$ cat config.mk
export PLATFORM = sky130hd
export DESIGN_NAME = bitmap_block_allocator_top
export DESIGN_NICKNAME = d
export VERILOG_FILES = /design/src/sv/bba_pkg.sv /design/src/sv/bba_ctrl.sv /design/src/sv/bba_datapath.sv /design/src/sv/bitmap_block_allocator_top.sv
export SDC_FILE = /design/constraint.sdc
export NUM_CORES = 2
export LEC_CHECK = 0
export BUFFER_PORTS_ARGS = -buffer_cell sky130_fd_sc_hd__buf_2
export CAP_MARGIN = 20
export CORE_ASPECT_RATIO = 1.2
export CORE_UTILIZATION = 30
export CTS_CLUSTER_DIAMETER = 30
export DETAILED_ROUTE_END_ITERATION = 8
export GPL_TIMING_DRIVEN = 0
export HOLD_SLACK_MARGIN = 0.15
export PLACE_DENSITY_LB_ADDON = 0.08
export SYNTH_ARGS = -nofsm -noshare
export SYNTH_HDL_FRONTEND = slang
export SYNTH_SLANG_ARGS = --single-unit
$ cat constraint.sdc
create_clock -name clock -period 12.3 [get_ports clock]
set_input_delay 2.46 -clock clock [delete_from_list [all_inputs] [get_ports clock]]
set_output_delay 2.46 -clock clock [all_outputs]
set_load 0.03 [all_outputs]
$ cat src/sv/bba_pkg.sv
`timescale 1ns / 1ps
package bba_pkg;

   localparam int ADDR_W     = 64;
   localparam int SIZE_W     = 24;
   localparam int USED_W     = 11;
   localparam int WORD_BITS  = 64;
   localparam int WORD_IDX_W = 6;

   localparam logic CMD_ALLOC = 1'b0;
   localparam logic CMD_FREE  = 1'b1;

   typedef struct packed {
      logic              command;
      logic [SIZE_W-1:0] size_bytes;
      logic [ADDR_W-1:0] free_address;
   } bba_req_type;

   typedef struct packed {
      logic              ok;
      logic [ADDR_W-1:0] block_address;
      logic [USED_W-1:0] used_count;
   } bba_rsp_type;

   typedef enum logic [3:0] {
      ST_CLEAR,
      ST_IDLE,
      ST_PREP,
      ST_MUL,
      ST_NEED,
      ST_FIRST,
      ST_DECIDE,
      ST_SCAN_RD,
      ST_SCAN_EV,
      ST_MARK_INIT,
      ST_MARK_RD,
      ST_MARK_WR,
      ST_FINISH
   } bba_state_type;

   typedef struct packed {
      logic cap;
      logic prep;
      logic mul_en;
      logic mul_dist;
      logic need_ld;
      logic first_ld;
      logic scan_rd;
      logic scan_ev;
      logic mark_init;
      logic mark_rd;
      logic mark_wr;
      logic clr_wr;
      logic finish;
   } bba_cmd_type;

   typedef struct packed {
      logic is_free;
      logic pre_ok;
      logic hit;
      logic scan_last;
      logic mark_last;
      logic clr_last;
   } bba_status_type;

endpackage

$ cat src/sv/bba_ctrl.sv
`timescale 1ns / 1ps
module bba_ctrl (
   input  logic                    clock,
   input  logic                    reset,
   input  logic                    start,
   output logic                    busy,
   input  bba_pkg::bba_status_type status,
   output bba_pkg::bba_cmd_type    cmd
);

   bba_pkg::bba_state_type state_ff;
   bba_pkg::bba_state_type state_in;

   always_ff @(posedge clock) begin
      if (reset) begin
         state_ff <= bba_pkg::ST_CLEAR;
      end else begin
         state_ff <= state_in;
      end
   end

   always_comb begin
      state_in = state_ff;
      cmd      = '0;
      busy     = 1'b1;
      unique case (state_ff)
         bba_pkg::ST_CLEAR: begin
            cmd.clr_wr = 1'b1;
            if (status.clr_last) begin
               state_in = bba_pkg::ST_IDLE;
            end
         end
         bba_pkg::ST_IDLE: begin
            busy    = 1'b0;
            cmd.cap = start;
            if (start) begin
               state_in = bba_pkg::ST_PREP;
            end
         end
         bba_pkg::ST_PREP: begin
            cmd.prep = 1'b1;
            state_in = bba_pkg::ST_MUL;
         end
         bba_pkg::ST_MUL: begin
            cmd.mul_en = 1'b1;
            state_in   = bba_pkg::ST_NEED;
         end
         bba_pkg::ST_NEED: begin
            // size quotient lands, address offset goes through the multiplier
            cmd.need_ld  = 1'b1;
            cmd.mul_en   = 1'b1;
            cmd.mul_dist = 1'b1;
            state_in     = bba_pkg::ST_FIRST;
         end
         bba_pkg::ST_FIRST: begin
            cmd.first_ld = 1'b1;
            state_in     = bba_pkg::ST_DECIDE;
         end
         bba_pkg::ST_DECIDE: begin
            if (!status.pre_ok) begin
               state_in = bba_pkg::ST_FINISH;
            end else if (status.is_free) begin
               state_in = bba_pkg::ST_MARK_INIT;
            end else begin
               state_in = bba_pkg::ST_SCAN_RD;
            end
         end
         bba_pkg::ST_SCAN_RD: begin
            cmd.scan_rd = 1'b1;
            state_in    = bba_pkg::ST_SCAN_EV;
         end
         bba_pkg::ST_SCAN_EV: begin
            cmd.scan_ev = 1'b1;
            if (status.hit) begin
               state_in = bba_pkg::ST_MARK_INIT;
            end else if (status.scan_last) begin
               state_in = bba_pkg::ST_FINISH;
            end else begin
               state_in = bba_pkg::ST_SCAN_RD;
            end
         end
         bba_pkg::ST_MARK_INIT: begin
            cmd.mark_init = 1'b1;
            state_in      = bba_pkg::ST_MARK_RD;
         end
         bba_pkg::ST_MARK_RD: begin
            cmd.mark_rd = 1'b1;
            state_in    = bba_pkg::ST_MARK_WR;
         end
         bba_pkg::ST_MARK_WR: begin
            cmd.mark_wr = 1'b1;
            if (status.mark_last) begin
               state_in = bba_pkg::ST_FINISH;
            end else begin
               state_in = bba_pkg::ST_MARK_RD;
            end
         end
         bba_pkg::ST_FINISH: begin
            cmd.finish = 1'b1;
            state_in   = bba_pkg::ST_IDLE;
         end
         default: begin
            state_in = bba_pkg::ST_IDLE;
         end
      endcase
   end

endmodule

$ cat src/sv/bba_datapath.sv
`timescale 1ns / 1ps
module bba_datapath #(
   parameter int NUM_BLOCKS  = 1024,
   parameter int BLOCK_BYTES = 64
) (
   input  logic                              clock,
   input  logic                              reset,
   input  bba_pkg::bba_cmd_type              cmd,
   output bba_pkg::bba_status_type           status,
   input  bba_pkg::bba_req_type              req_data,
   input  logic                              csr_write,
   input  logic [bba_pkg::ADDR_W-1:0]        csr_data,
   output logic                              rsp_valid,
   output bba_pkg::bba_rsp_type              rsp_data
);

   localparam int AW         = bba_pkg::ADDR_W;
   localparam int SW         = bba_pkg::SIZE_W;
   localparam int UW         = bba_pkg::USED_W;
   localparam int WB         = bba_pkg::WORD_BITS;
   localparam int WIW        = bba_pkg::WORD_IDX_W;
   localparam int LW         = WIW + 1;
   localparam int ROWS       = (NUM_BLOCKS + WB - 1) / WB;
   localparam int RW         = (ROWS > 1) ? $clog2(ROWS) : 1;
   localparam int GW         = RW + WIW;
   localparam int RUNW       = GW + 1;
   localparam int CW         = $clog2(NUM_BLOCKS + 1);
   localparam int POOL_BYTES = NUM_BLOCKS * BLOCK_BYTES;
   localparam int SIZE_RND_W = SW + 1;
   localparam int DIV_W      = ($clog2(POOL_BYTES) > SIZE_RND_W) ? $clog2(POOL_BYTES)
                                                                 : SIZE_RND_W;
   localparam int EW         = DIV_W + 1;
   localparam int SHIFT      = DIV_W + $clog2(BLOCK_BYTES);
   localparam int RECIP_W    = DIV_W + 2;
   localparam int PROD_W     = DIV_W + RECIP_W;
   localparam int OFFS_W     = GW + $clog2(BLOCK_BYTES + 1);
   // rounded-up reciprocal, exact quotient for every dividend below 2^DIV_W
   localparam logic [63:0] RECIP_FULL =
      ((64'd1 << SHIFT) + 64'(BLOCK_BYTES) - 64'd1) / 64'(BLOCK_BYTES);
   localparam logic [RECIP_W-1:0] RECIP    = RECIP_W'(RECIP_FULL);
   localparam logic [RW-1:0]      LAST_ROW = RW'(ROWS - 1);

   // configuration and captured request
   logic [AW-1:0]     pool_base_ff;
   logic              cmd_free_ff;
   logic [SW-1:0]     size_ff;
   logic [AW-1:0]     addr_ff;

   // divide by block size
   logic [DIV_W-1:0]  n_size_ff;
   logic [DIV_W-1:0]  n_dist_ff;
   logic              alloc_pre_ff;
   logic              free_pre_ff;
   logic [PROD_W-1:0] prod_ff;
   logic [DIV_W-1:0]  need_ff;
   logic [GW-1:0]     first_ff;
   logic [AW-1:0]     addr_gap;
   logic              free_pre_in;
   logic              alloc_pre_in;
   logic [DIV_W-1:0]  n_size_in;
   logic [DIV_W-1:0]  mul_a;
   logic [PROD_W-1:0] prod_in;
   logic [DIV_W-1:0]  quot;

   // scan
   logic [RW-1:0]     scan_row_ff;
   logic [RUNW-1:0]   run_ff;
   logic [GW-1:0]     start_ff;
   logic [LW-1:0]     len_a  [0:WIW][0:WB-1];
   logic              full_a [0:WIW][0:WB-1];
   logic [RUNW-1:0]   total  [0:WB-1];
   logic [WB-1:0]     hit_v;
   logic              hit_any;
   logic [WIW-1:0]    hit_idx;
   logic [RUNW-1:0]   start_in;

   // mark / clear
   logic [RW-1:0]     mark_row_ff;
   logic [RW-1:0]     mark_last_row_ff;
   logic [GW-1:0]     mark_lo_ff;
   logic [RUNW-1:0]   mark_hi_ff;
   logic [OFFS_W-1:0] offs_ff;
   logic              ok_ff;
   logic [RW-1:0]     clr_row_ff;
   logic [EW-1:0]     free_end;
   logic [GW-1:0]     lo_in;
   logic [RUNW-1:0]   hi_in;
   logic [RUNW-1:0]   hi_m1;
   logic [WB-1:0]     mark_mask;
   logic [WB-1:0]     wr_mark;

   // map memory
   logic [WB-1:0]     map_mem [0:ROWS-1];
   logic [WB-1:0]     rd_data_ff;
   logic              mem_we;
   logic [RW-1:0]     mem_waddr;
   logic [RW-1:0]     mem_raddr;
   logic [WB-1:0]     mem_wdata;

   // result
   logic [CW-1:0]     count_ff;
   logic [CW-1:0]     count_in;
   logic              rsp_valid_ff;
   bba_pkg::bba_rsp_type rsp_ff;
   bba_pkg::bba_rsp_type rsp_in;

   // request preparation
   always_comb begin
      addr_gap     = addr_ff - pool_base_ff;
      alloc_pre_in = (pool_base_ff != '0) && (size_ff != '0);
      free_pre_in  = alloc_pre_in && (addr_ff != '0) && (addr_ff >= pool_base_ff) &&
                     (addr_gap < AW'(POOL_BYTES));
      n_size_in    = DIV_W'(size_ff) + DIV_W'(BLOCK_BYTES - 1);
      mul_a        = cmd.mul_dist ? n_dist_ff : n_size_ff;
      prod_in      = PROD_W'(mul_a) * PROD_W'(RECIP);
      quot         = DIV_W'(prod_ff >> SHIFT);
   end

   // free-run lengths ending at each bit of the word, by doubling
   always_comb begin
      for (int j = 0; j < WB; j++) begin
         full_a[0][j] = !rd_data_ff[j] &&
                        (RUNW'({scan_row_ff, WIW'(j)}) < RUNW'(NUM_BLOCKS));
         len_a[0][j]  = LW'(full_a[0][j]);
      end
      for (int k = 0; k < WIW; k++) begin
         for (int j = 0; j < WB; j++) begin
            if (j >= (1 << k)) begin
               len_a[k+1][j]  = full_a[k][j] ? LW'(1 << k) + len_a[k][j - (1 << k)]
                                             : len_a[k][j];
               full_a[k+1][j] = full_a[k][j] && full_a[k][j - (1 << k)];
            end else begin
               len_a[k+1][j]  = full_a[k][j] ? LW'(1 << k) : len_a[k][j];
               full_a[k+1][j] = 1'b0;
            end
         end
      end
      for (int j = 0; j < WB; j++) begin
         // a run reaching bit zero continues the run from earlier words
         if (len_a[WIW][j] == LW'(j + 1)) begin
            total[j] = run_ff + RUNW'(j + 1);
         end else begin
            total[j] = RUNW'(len_a[WIW][j]);
         end
         hit_v[j] = total[j] >= RUNW'(need_ff);
      end
      hit_any = |hit_v;
      hit_idx = '0;
      for (int j = WB - 1; j >= 0; j--) begin
         if (hit_v[j]) begin
            hit_idx = WIW'(j);
         end
      end
      start_in = RUNW'({scan_row_ff, hit_idx}) + RUNW'(1) - RUNW'(need_ff);
   end

   // run bounds and row mask
   always_comb begin
      free_end = EW'(first_ff) + EW'(need_ff);
      if (cmd_free_ff) begin
         lo_in = first_ff;
         hi_in = (free_end < EW'(NUM_BLOCKS)) ? RUNW'(free_end) : RUNW'(NUM_BLOCKS);
      end else begin
         lo_in = start_ff;
         hi_in = RUNW'(start_ff) + RUNW'(need_ff);
      end
      hi_m1 = hi_in - RUNW'(1);
      for (int j = 0; j < WB; j++) begin
         mark_mask[j] = (RUNW'({mark_row_ff, WIW'(j)}) >= RUNW'(mark_lo_ff)) &&
                        (RUNW'({mark_row_ff, WIW'(j)}) < mark_hi_ff);
      end
      wr_mark = cmd_free_ff ? (rd_data_ff & ~mark_mask) : (rd_data_ff | mark_mask);
   end

   always_comb begin
      mem_we    = cmd.clr_wr || cmd.mark_wr;
      mem_waddr = cmd.clr_wr ? clr_row_ff : mark_row_ff;
      mem_wdata = cmd.clr_wr ? '0 : wr_mark;
      mem_raddr = cmd.mark_rd ? mark_row_ff : scan_row_ff;
   end

   always_ff @(posedge clock) begin
      if (mem_we) begin
         map_mem[mem_waddr] <= mem_wdata;
      end
      rd_data_ff <= map_mem[mem_raddr];
   end

   // count and result
   always_comb begin
      count_in = count_ff;
      if (ok_ff) begin
         if (cmd_free_ff) begin
            count_in = (DIV_W'(count_ff) >= need_ff) ? count_ff - CW'(need_ff) : '0;
         end else begin
            count_in = count_ff + CW'(need_ff);
         end
      end
      rsp_in.ok            = ok_ff;
      rsp_in.block_address = (ok_ff && !cmd_free_ff) ? pool_base_ff + AW'(offs_ff) : '0;
      rsp_in.used_count    = UW'(count_in);
   end

   always_ff @(posedge clock) begin
      if (reset) begin
         pool_base_ff <= '0;
         clr_row_ff   <= '0;
         count_ff     <= '0;
         ok_ff        <= 1'b0;
         scan_row_ff  <= '0;
         rsp_valid_ff <= 1'b0;
      end else begin
         rsp_valid_ff <= cmd.finish;
         if (csr_write) begin
            pool_base_ff <= csr_data;
         end
         if (cmd.clr_wr) begin
            clr_row_ff <= clr_row_ff + RW'(1);
         end
         if (cmd.cap) begin
            ok_ff       <= 1'b0;
            scan_row_ff <= '0;
         end else if (cmd.mark_init) begin
            ok_ff <= 1'b1;
         end else if (cmd.scan_ev && !hit_any && !status.scan_last) begin
            scan_row_ff <= scan_row_ff + RW'(1);
         end
         if (cmd.finish) begin
            count_ff <= count_in;
         end
      end
   end

   always_ff @(posedge clock) begin
      if (cmd.cap) begin
         cmd_free_ff <= (req_data.command == bba_pkg::CMD_FREE);
         size_ff     <= req_data.size_bytes;
         addr_ff     <= req_data.free_address;
         run_ff      <= '0;
      end
      if (cmd.prep) begin
         n_size_ff    <= n_size_in;
         n_dist_ff    <= DIV_W'(addr_gap);
         alloc_pre_ff <= alloc_pre_in;
         free_pre_ff  <= free_pre_in;
      end
      if (cmd.mul_en) begin
         prod_ff <= prod_in;
      end
      if (cmd.need_ld) begin
         need_ff <= quot;
      end
      if (cmd.first_ld) begin
         first_ff <= GW'(quot);
      end
      if (cmd.scan_ev) begin
         if (hit_any) begin
            start_ff <= GW'(start_in);
         end else begin
            run_ff <= total[WB-1];
         end
      end
      if (cmd.mark_init) begin
         mark_lo_ff       <= lo_in;
         mark_hi_ff       <= hi_in;
         mark_row_ff      <= RW'(lo_in >> WIW);
         mark_last_row_ff <= RW'(hi_m1 >> WIW);
         offs_ff          <= OFFS_W'(start_ff) * OFFS_W'(BLOCK_BYTES);
      end else if (cmd.mark_wr) begin
         mark_row_ff <= mark_row_ff + RW'(1);
      end
      if (cmd.finish) begin
         rsp_ff <= rsp_in;
      end
   end

   always_comb begin
      status.is_free   = cmd_free_ff;
      status.pre_ok    = cmd_free_ff ? free_pre_ff
                                     : (alloc_pre_ff && (need_ff <= DIV_W'(NUM_BLOCKS)));
      status.hit       = hit_any;
      status.scan_last = (scan_row_ff == LAST_ROW);
      status.mark_last = (mark_row_ff == mark_last_row_ff);
      status.clr_last  = (clr_row_ff == LAST_ROW);
   end

   assign rsp_valid = rsp_valid_ff;
   assign rsp_data  = rsp_ff;

endmodule

$ cat src/sv/bitmap_block_allocator_top.sv
`timescale 1ns / 1ps
// First-fit block allocator over a pool of NUM_BLOCKS blocks of BLOCK_BYTES bytes,
// one used bit per block, held as 64-bit words in a single memory.
// csr_*: write channel for the pool base address; always ready, write only while idle.
// request: start with req_data is taken when busy is low. command 0 allocates
//   size_bytes rounded up to whole blocks, command 1 frees from free_address.
// response: rsp_valid strobes for one cycle with rsp_data (ok, address, used count);
//   the receiver cannot hold it off, and busy drops in that same cycle.
// after a request is accepted, a rejected one goes straight to the response;
// a free marks the words it touches, with one read and one write per word;
// an allocation scans the map a word at a time, reading and evaluating each,
// and on a fit marks the run with one read and one write per word;
// an allocation with no fit responds after the last word has been scanned.
// requests are handled one at a time; the next can start in the strobe cycle.
// reset clears the base and used count, then sweeps the map to all free:
//   busy stays high after reset until every map word has been cleared.
module bitmap_block_allocator_top #(
   parameter int NUM_BLOCKS  = 1024,
   parameter int BLOCK_BYTES = 64
) (
   input  logic                       clock,
   input  logic                       reset,
   input  logic                       start,
   output logic                       busy,
   input  bba_pkg::bba_req_type       req_data,
   input  logic                       csr_valid,
   output logic                       csr_ready,
   input  logic [bba_pkg::ADDR_W-1:0] csr_data,
   output logic                       rsp_valid,
   output bba_pkg::bba_rsp_type       rsp_data
);

   bba_pkg::bba_cmd_type    cmd;
   bba_pkg::bba_status_type status;
   logic                    csr_write;

   assign csr_ready = 1'b1;
   assign csr_write = csr_valid && csr_ready;

   bba_ctrl u_ctrl (
      .clock  (clock),
      .reset  (reset),
      .start  (start),
      .busy   (busy),
      .status (status),
      .cmd    (cmd)
   );

   bba_datapath #(
      .NUM_BLOCKS  (NUM_BLOCKS),
      .BLOCK_BYTES (BLOCK_BYTES)
   ) u_datapath (
      .clock     (clock),
      .reset     (reset),
      .cmd       (cmd),
      .status    (status),
      .req_data  (req_data),
      .csr_write (csr_write),
      .csr_data  (csr_data),
      .rsp_valid (rsp_valid),
      .rsp_data  (rsp_data)
   );

endmodule

Yosys cells after proc, flatten, opt, wreduce, memory -nomap -nowiden
Memories as Yosys holds them, arrays and structs flattened. A register that Yosys moved wholly into a read port is not among the register bits.
Index checks and enable logic that the tools add are counted.
- register bits after elaboration: 420
- bits in writable memories: 1024
- bits of input ports: 157
- memories kept: 1
- add/sub/neg operators: 398
- $lt $le $gt $ge: 197
- equality and inequality tests: 81
- mux-type cells: 494
- bitwise gates (word level): 4
- reductions and logical operators: 414
- memories (name ; words ; width ; read ports ; clocked after Yosys merged registers in ; wr ports ; line ; text):
    u_datapath.map_mem ; 16 ; 64 ; 1 ; 1 ; 1 ; bba_datapath.sv:93 ; logic [WB-1:0] map_mem [0:ROWS-1];
- operators by type and width (kind ; number):
    $mux W7 ; 326
    $mux W11 ; 72
    $ge A11 B11 Y1 ; 64
    $lt A10 B11 Y1 ; 64
    $ge A10 B10 Y1 ; 64
    $add A2 B7 Y7 const A ; 62
    $add A3 B7 Y7 const A ; 60
    $add A4 B7 Y7 const A ; 56
    $mux W6 ; 64
    $add A11 B6 Y11 const B ; 32
    $add A5 B7 Y7 const A ; 48
    $logic_and A1 B1 Y1 ; 335
    $add A6 B7 Y7 const A ; 32
    $eq A7 B6 Y1 const B ; 32
    $add A11 B5 Y11 const B ; 16
    $mux W64 ; 2
    $reduce_bool A64 Y1 ; 2
    $add A1 B1 Y2 const A ; 63
    $eq A7 B5 Y1 const B ; 16
    $add A11 B4 Y11 const B ; 8
    $logic_not A1 Y1 ; 67
    $add A64 B16 Y64 ; 1
    $and A64 B64 Y64 ; 1
    $ge A64 B64 Y1 ; 1
    other kinds (46) ; 100

Longest topological paths before layout
- depth in word-level cells: 82
- gate-level depth with buffers: 39
- mapped depth without buffers: 37

Cells and area by module
From an unflattened synthesis, not the netlist that was laid out.
- cell total of the unflattened synthesis: 8958
- area total of the unflattened synthesis: 95176.3 µm²
- by module, submodules not included (module ; instances ; cells an instance ; area each (µm²) ; sequential area each (µm²)):
    bba_datapath ; 1 ; 8892 ; 94690.8 ; 43021.3
    bba_ctrl ; 1 ; 64 ; 474.2 ; 80.1
    bitmap_block_allocator_top ; 1 ; 2 ; 11.3 ; 0.0

Least setup slack after synthesis
No wires, ideal clock.
- kind: register to register
- from: reg u_datapath.rd_data_ff[5], read port of u_datapath.map_mem
- to: reg u_datapath.start_ff[9], data pin
- setup time: 259 ps
- arrival: 6517 ps
- data required time: 12041 ps
- path slack: 5524 ps
- cell stages (with the launch flop): 35
- path buffers: 1
- clock period less this slack: 6776 ps
- cell sequence: dfxtp_1 > clkbuf_1 > nor4_1 > o21ai_0 > and2_1 > nor2_1 > o21ai_0 > nor4_1 > a21boi_0 > ha_1 > nand2b_1 > a21o_1 > a21oi_1 > o21ai_0 > a31o_2 > a2111oi_0 > o21ai_0 > o21ai_0 > or4_1 > o221a_2 > o21ai_1 > ha_1 > inv_1 > ha_1 > inv_1 > fa_1 > inv_1 > a21oi_1 > o21bai_1 > a21oi_1 > nor2_1 > o21ai_0 > nand2b_1 > a21oi_1 > xnor2_1
- cells in the longest elaborated chain, start to end: 80
- RTL lines (what ; line ; text):
    from (decl) ; bba_datapath.sv:94 ; logic [WB-1:0] rd_data_ff;
    $logic_not A1 Y1 ; bba_datapath.sv:122 ; full_a[0][j] = !rd_data_ff[j] &&
    $mux W7 ; bba_datapath.sv:129 ; len_a[k+1][j] = full_a[k][j] ? LW'(1 << k) + len_a[k][j - (1 << k)]
    $add A2 B7 Y7 ; bba_datapath.sv:129 ;
    $mux W7 (2 in a row) ; bba_datapath.sv:129 ;
    $add A4 B7 Y7 ; bba_datapath.sv:129 ;
    $mux W7 ; bba_datapath.sv:129 ;
    $add A5 B7 Y7 ; bba_datapath.sv:129 ;
    $mux W7 ; bba_datapath.sv:129 ;
    [2 not listed] ; - ;
    $eq A7 B7 Y1 ; bba_datapath.sv:140 ; if (len_a[WIW][j] == LW'(j + 1)) begin
    $mux W11 ; bba_datapath.sv:140 ;
    $ge A11 B11 Y1 ; bba_datapath.sv:145 ; hit_v[j] = total[j] >= RUNW'(need_ff);
    $mux W6 (58 in a row) ; bba_datapath.sv:150 ; if (hit_v[j]) begin
    $mux W6 * (6 in a row) ; bba_datapath.sv:150 ;
    $add A10 B1 Y10 * ; bba_datapath.sv:154 ; start_in = RUNW'({scan_row_ff, hit_idx}) + RUNW'(1) - RUNW'(need_ff);
    $sub A10 B10 Y10 * ; bba_datapath.sv:154 ;
    via u_datapath.start_in[9] ; bba_datapath.sv:75 ; logic [RUNW-1:0] start_in;
    to (signal assigned) ; bba_datapath.sv:258 ; start_ff <= GW'(start_in);
    to (decl) ; bba_datapath.sv:68 ; logic [GW-1:0] start_ff;
Mark *: on every way through the listed nets, which the timed path passes. The rest lies on a longest branch.
A chain may end at the register's enable or synchronous reset.

Worst setup path after layout
- from: reg u_datapath.rd_data_ff[19], read port of u_datapath.map_mem
- to: reg u_datapath.start_ff[9], data pin
- cells in the longest elaborated chain, start to end: 79
- RTL lines (what ; line):
    $logic_not A1 Y1 ; bba_datapath.sv:122
    $add A1 B1 Y2, or another cell as far along ; bba_datapath.sv:129
    $mux W7 ; bba_datapath.sv:129
    $add A2 B7 Y7 or $add A3 B7 Y7 (tied branches) ; bba_datapath.sv:129
    $mux W7 ; bba_datapath.sv:129
    $mux W7 or $add A4 B7 Y7 (tied branches) ; bba_datapath.sv:129
    $add A4 B7 Y7 or $mux W7 (tied branches) ; bba_datapath.sv:129
    $mux W7 ; bba_datapath.sv:129
    [3 not listed] ; -
    $eq A7 B6 Y1 or $mux W11 (tied branches) ; bba_datapath.sv:140
    $mux W11 or $ge A11 B11 Y1 (tied branches) ; bba_datapath.sv:140, bba_datapath.sv:145
    $ge A11 B11 Y1 or $mux W6 (tied branches) ; bba_datapath.sv:145, bba_datapath.sv:150
    $mux W6 (43 in a row) ; bba_datapath.sv:150
    $mux W6 * (20 in a row) ; bba_datapath.sv:150
    $add A10 B1 Y10 * ; bba_datapath.sv:154
    $sub A10 B10 Y10 * ; bba_datapath.sv:154
    via u_datapath.start_in[9] ; bba_datapath.sv:75
Marked as above.

==> results.tsv <==
metric	value	unit
status	complete, no violations	
clock slew at reported path FFs	50	ps
drt total wl	478	mm
Yosys reg bits	1490	
clock buffer count from CTS	326	
Critical Path AT	12680	ps
RD Place Congestion	1.00	
initial drt markers	7523	
relative slew slack	13.2	%
area grow syn2layout	22.7	%
drt wl/cell	33.6	um
Die Wd	515	um
Final Max Slew Viols	0	
drt drc	0	
CTS Root Cell	clkbuf_16	
DR vias	80000	
largest cells by area after synthesis	edfxtp_1, ha_1, mux4_2	
I/O Pins	236	
CP max FO	7	
PortBufs	233	
Ys Warns	0	
Required @ worst endpoint	12890	ps
highest-delay cell along the critical path	a21oi_1	
Synth top cells by count	edfxtp_1, nor2_1, ha_1	
area of the multi-input gates	49800	um^2
CTS tree	built	
Final nets	10800	
P_leak	0.0443	uW
Setup TNS	0	ps
Total GRT Usage	29.3	%
highest clock rate	0.0827	GHz
Final Hold Fails	0	
layout cell share with drive strength beyond 1	14.7	%
Final Util	37.1	%
syn_area_per_cell	10.6	um^2
minimum period implied by the final worst setup slack	12090	ps
critical path's most frequent cell	nor2_1	
part of the Yosys area used for sequential elements	45.4	%
Core Region	314000	um^2
CP startpoint kind	flop	
vias per cell	5.63	
Worst Skew	112	ps
Synth async-reset ratio	0	%
# Max-Cap Violations	0	
Syn Std Cell Area	94900	um^2
critical path class	flop to flop	
clock buffer depth	4	
share of the synthesized area in the top cell type	42.0	%
Post-CTS Setup Bufs	0	
initial core utilization	30.2	%
fin crit share	98.3	%
Cell Pwr Density	157	nW/um^2
FF+latch area	43100	um^2
first-pass GRT wire length	651	mm
vias in the first global route	79700	
fillers	31100	
DP HPWL	376	mm
die area	319000	um^2
worst skew pair latency	890	ps
Post-synth EDFFs	1326	
grt total ovfl	0	
CP max stage delay	890	ps
RSZ-0062 raised after global routing	false	
Max VDD drop	0.122	mV
nature of the critical path endpoint	flop	
measured slew at the worst slew-check pin	1300	ps
most frequent cell after synthesis	edfxtp_1	
FP Rows	225	
Synth area leader	edfxtp_1	
Cells after Synth	8949	
synth unique cells	99	
Syn Nets	9985	
Final ANT Viol Nets	0	
number of H-tree levels	5	
largest net degree at the start of global routing	92	
drt pass-1 iters	8	
initial antenna violation count	38	
Main synth FF type	edfxtp_1	
setup violators final	0	
Hold Path Class	flop to flop	
die height	618	um
TritonCTS Sinks	1490	
## per-layer routing
| layer | global-route usage (%) | vias up | share of wire [%] |
|---|---|---|---|
| met5 | 0 | - | 0.0077 |
| met4 | 15.3 | 4 | 6.1 |
| li1 | - | 35500 | - |
| met1 | 37.0 | 40600 | 41 |
| met3 | 4.27 | 941 | 5.6 |
| met2 | 48.4 | 3085 | 47 |
## state kept, by name (all words and copies together), names as in the netlist, 19 cells and up
| register | count |
|---|---|
| u_datapath.size_ff | 24 |
| u_datapath.map_mem | 1024 |
| u_datapath.rd_data_ff | 64 |
| u_datapath.prod_ff | 19 |
| u_datapath.n_size_ff | 19 |
| u_datapath.addr_ff | 64 |
| u_datapath.pool_base_ff | 64 |
| u_datapath.rsp_data | 76 |
| u_datapath.n_dist_ff | 19 |
| u_datapath.need_ff | 19 |
## cell type report
type,instances,area share (%)
flip-flops and latches,1490,37.0
diodes,11,0.0236
repair buffers,462,4.03
clock inverters,212,2.00
inverters,257,0.863
clock buffers,383,7.41
multi-input cells,6793,42.8
well taps,4199,4.51
plain buffers,409,1.37
## layout by cell type (no fill, tap or decap), types with 76 or more instances in the layout
cell type / Yosys / layout
dfxtp_1: 164 / 164
nor4_1: 116 / 105
buf_2: 7 / 255
inv_1: 249 / 239
xor2_1: 168 / 168
edfxtp_1: 1326 / 1326
a21o_1: 152 / 152
clkbuf_16: 0 / 331
xnor2_1: 317 / 317
o21a_1: 88 / 88
and2_1: 101 / 101
a31oi_1: 117 / 116
mux4_2: 256 / 256
mux2i_1: 100 / 100
a21oi_1: 609 / 606
nand4_1: 94 / 94
o21ai_0: 449 / 445
nor2_1: 1171 / 1148
nor3_1: 152 / 145
ha_1: 873 / 873
nand3_1: 150 / 150
clkbuf_1: 330 / 351
nor2b_1: 76 / 76
a211oi_1: 170 / 123
nand2b_1: 115 / 115
nand2_1: 729 / 729
## worst paths after layout
check,slack [ps],cells past startpoint,start,endpoint
setup / recovery,210,33,u_datapath.rd_data_ff[19]$_DFF_P_,u_datapath.start_ff[9]$_DFFE_PP_
hold / removal,420,0,u_datapath.prod_ff[44]$_DFFE_PP_,u_datapath.need_ff[13]$_DFFE_PP_
setup reg to reg,210,33,u_datapath.rd_data_ff[19]$_DFF_P_,u_datapath.start_ff[9]$_DFFE_PP_
hold reg to reg,420,0,u_datapath.prod_ff[44]$_DFFE_PP_,u_datapath.need_ff[13]$_DFFE_PP_
## cell families after synthesis
logic type	share of synthesized area, %
DFF	45.4
adders and majority gates	11.6
and+or+nand+nor	14.0
muxes	7.57
AOI/OAI and AO/OA	14.3
other	0.00395
buffers and inverters	2.66
xor gates and xnor gates	4.48
## through the flow
stage / setup slack, ps / hold slack [ps] / power, uW / instances / instance area [um^2]
5_1_grt: 164 / 418 / 18800 / 14200 / 116000
3_3_place_gp: -774 / 406 / 9530 / 13400 / 101000
2_1_floorplan: 5520 / 400 / 7740 / 8949 / 94900
6_report: 208 / 415 / 18300 / 14200 / 116000
4_1_cts: 111 / 416 / 18400 / 14200 / 116000
3_5_place_dp: 185 / 405 / 9630 / 13600 / 105000
## timing repair
action / in CTS / in global routing
hold endpoints to repair: 0 / 0
resized for setup: 0 / 4
setup endpoints to repair: 0 / 2
hold buffers: 0 / 0
## power breakdown
group,total (uW),internal [uW],switching (uW)
clock network,8650,5720,2930
logic,3970,1110,2860
registers,5710,5590,117
## worst max-delay path: cells and delay by family, from the launching register on
family,cells,cell delay [ps]
AND/OR/NAND/NOR,14,4550
XOR/XNOR,1,90
adder cells (fa/ha/maj),3,1010
flip-flops,1,460
AO/OA/AOI/OAI,15,5630
Note: power is estimated with default switching activity, not from simulation.
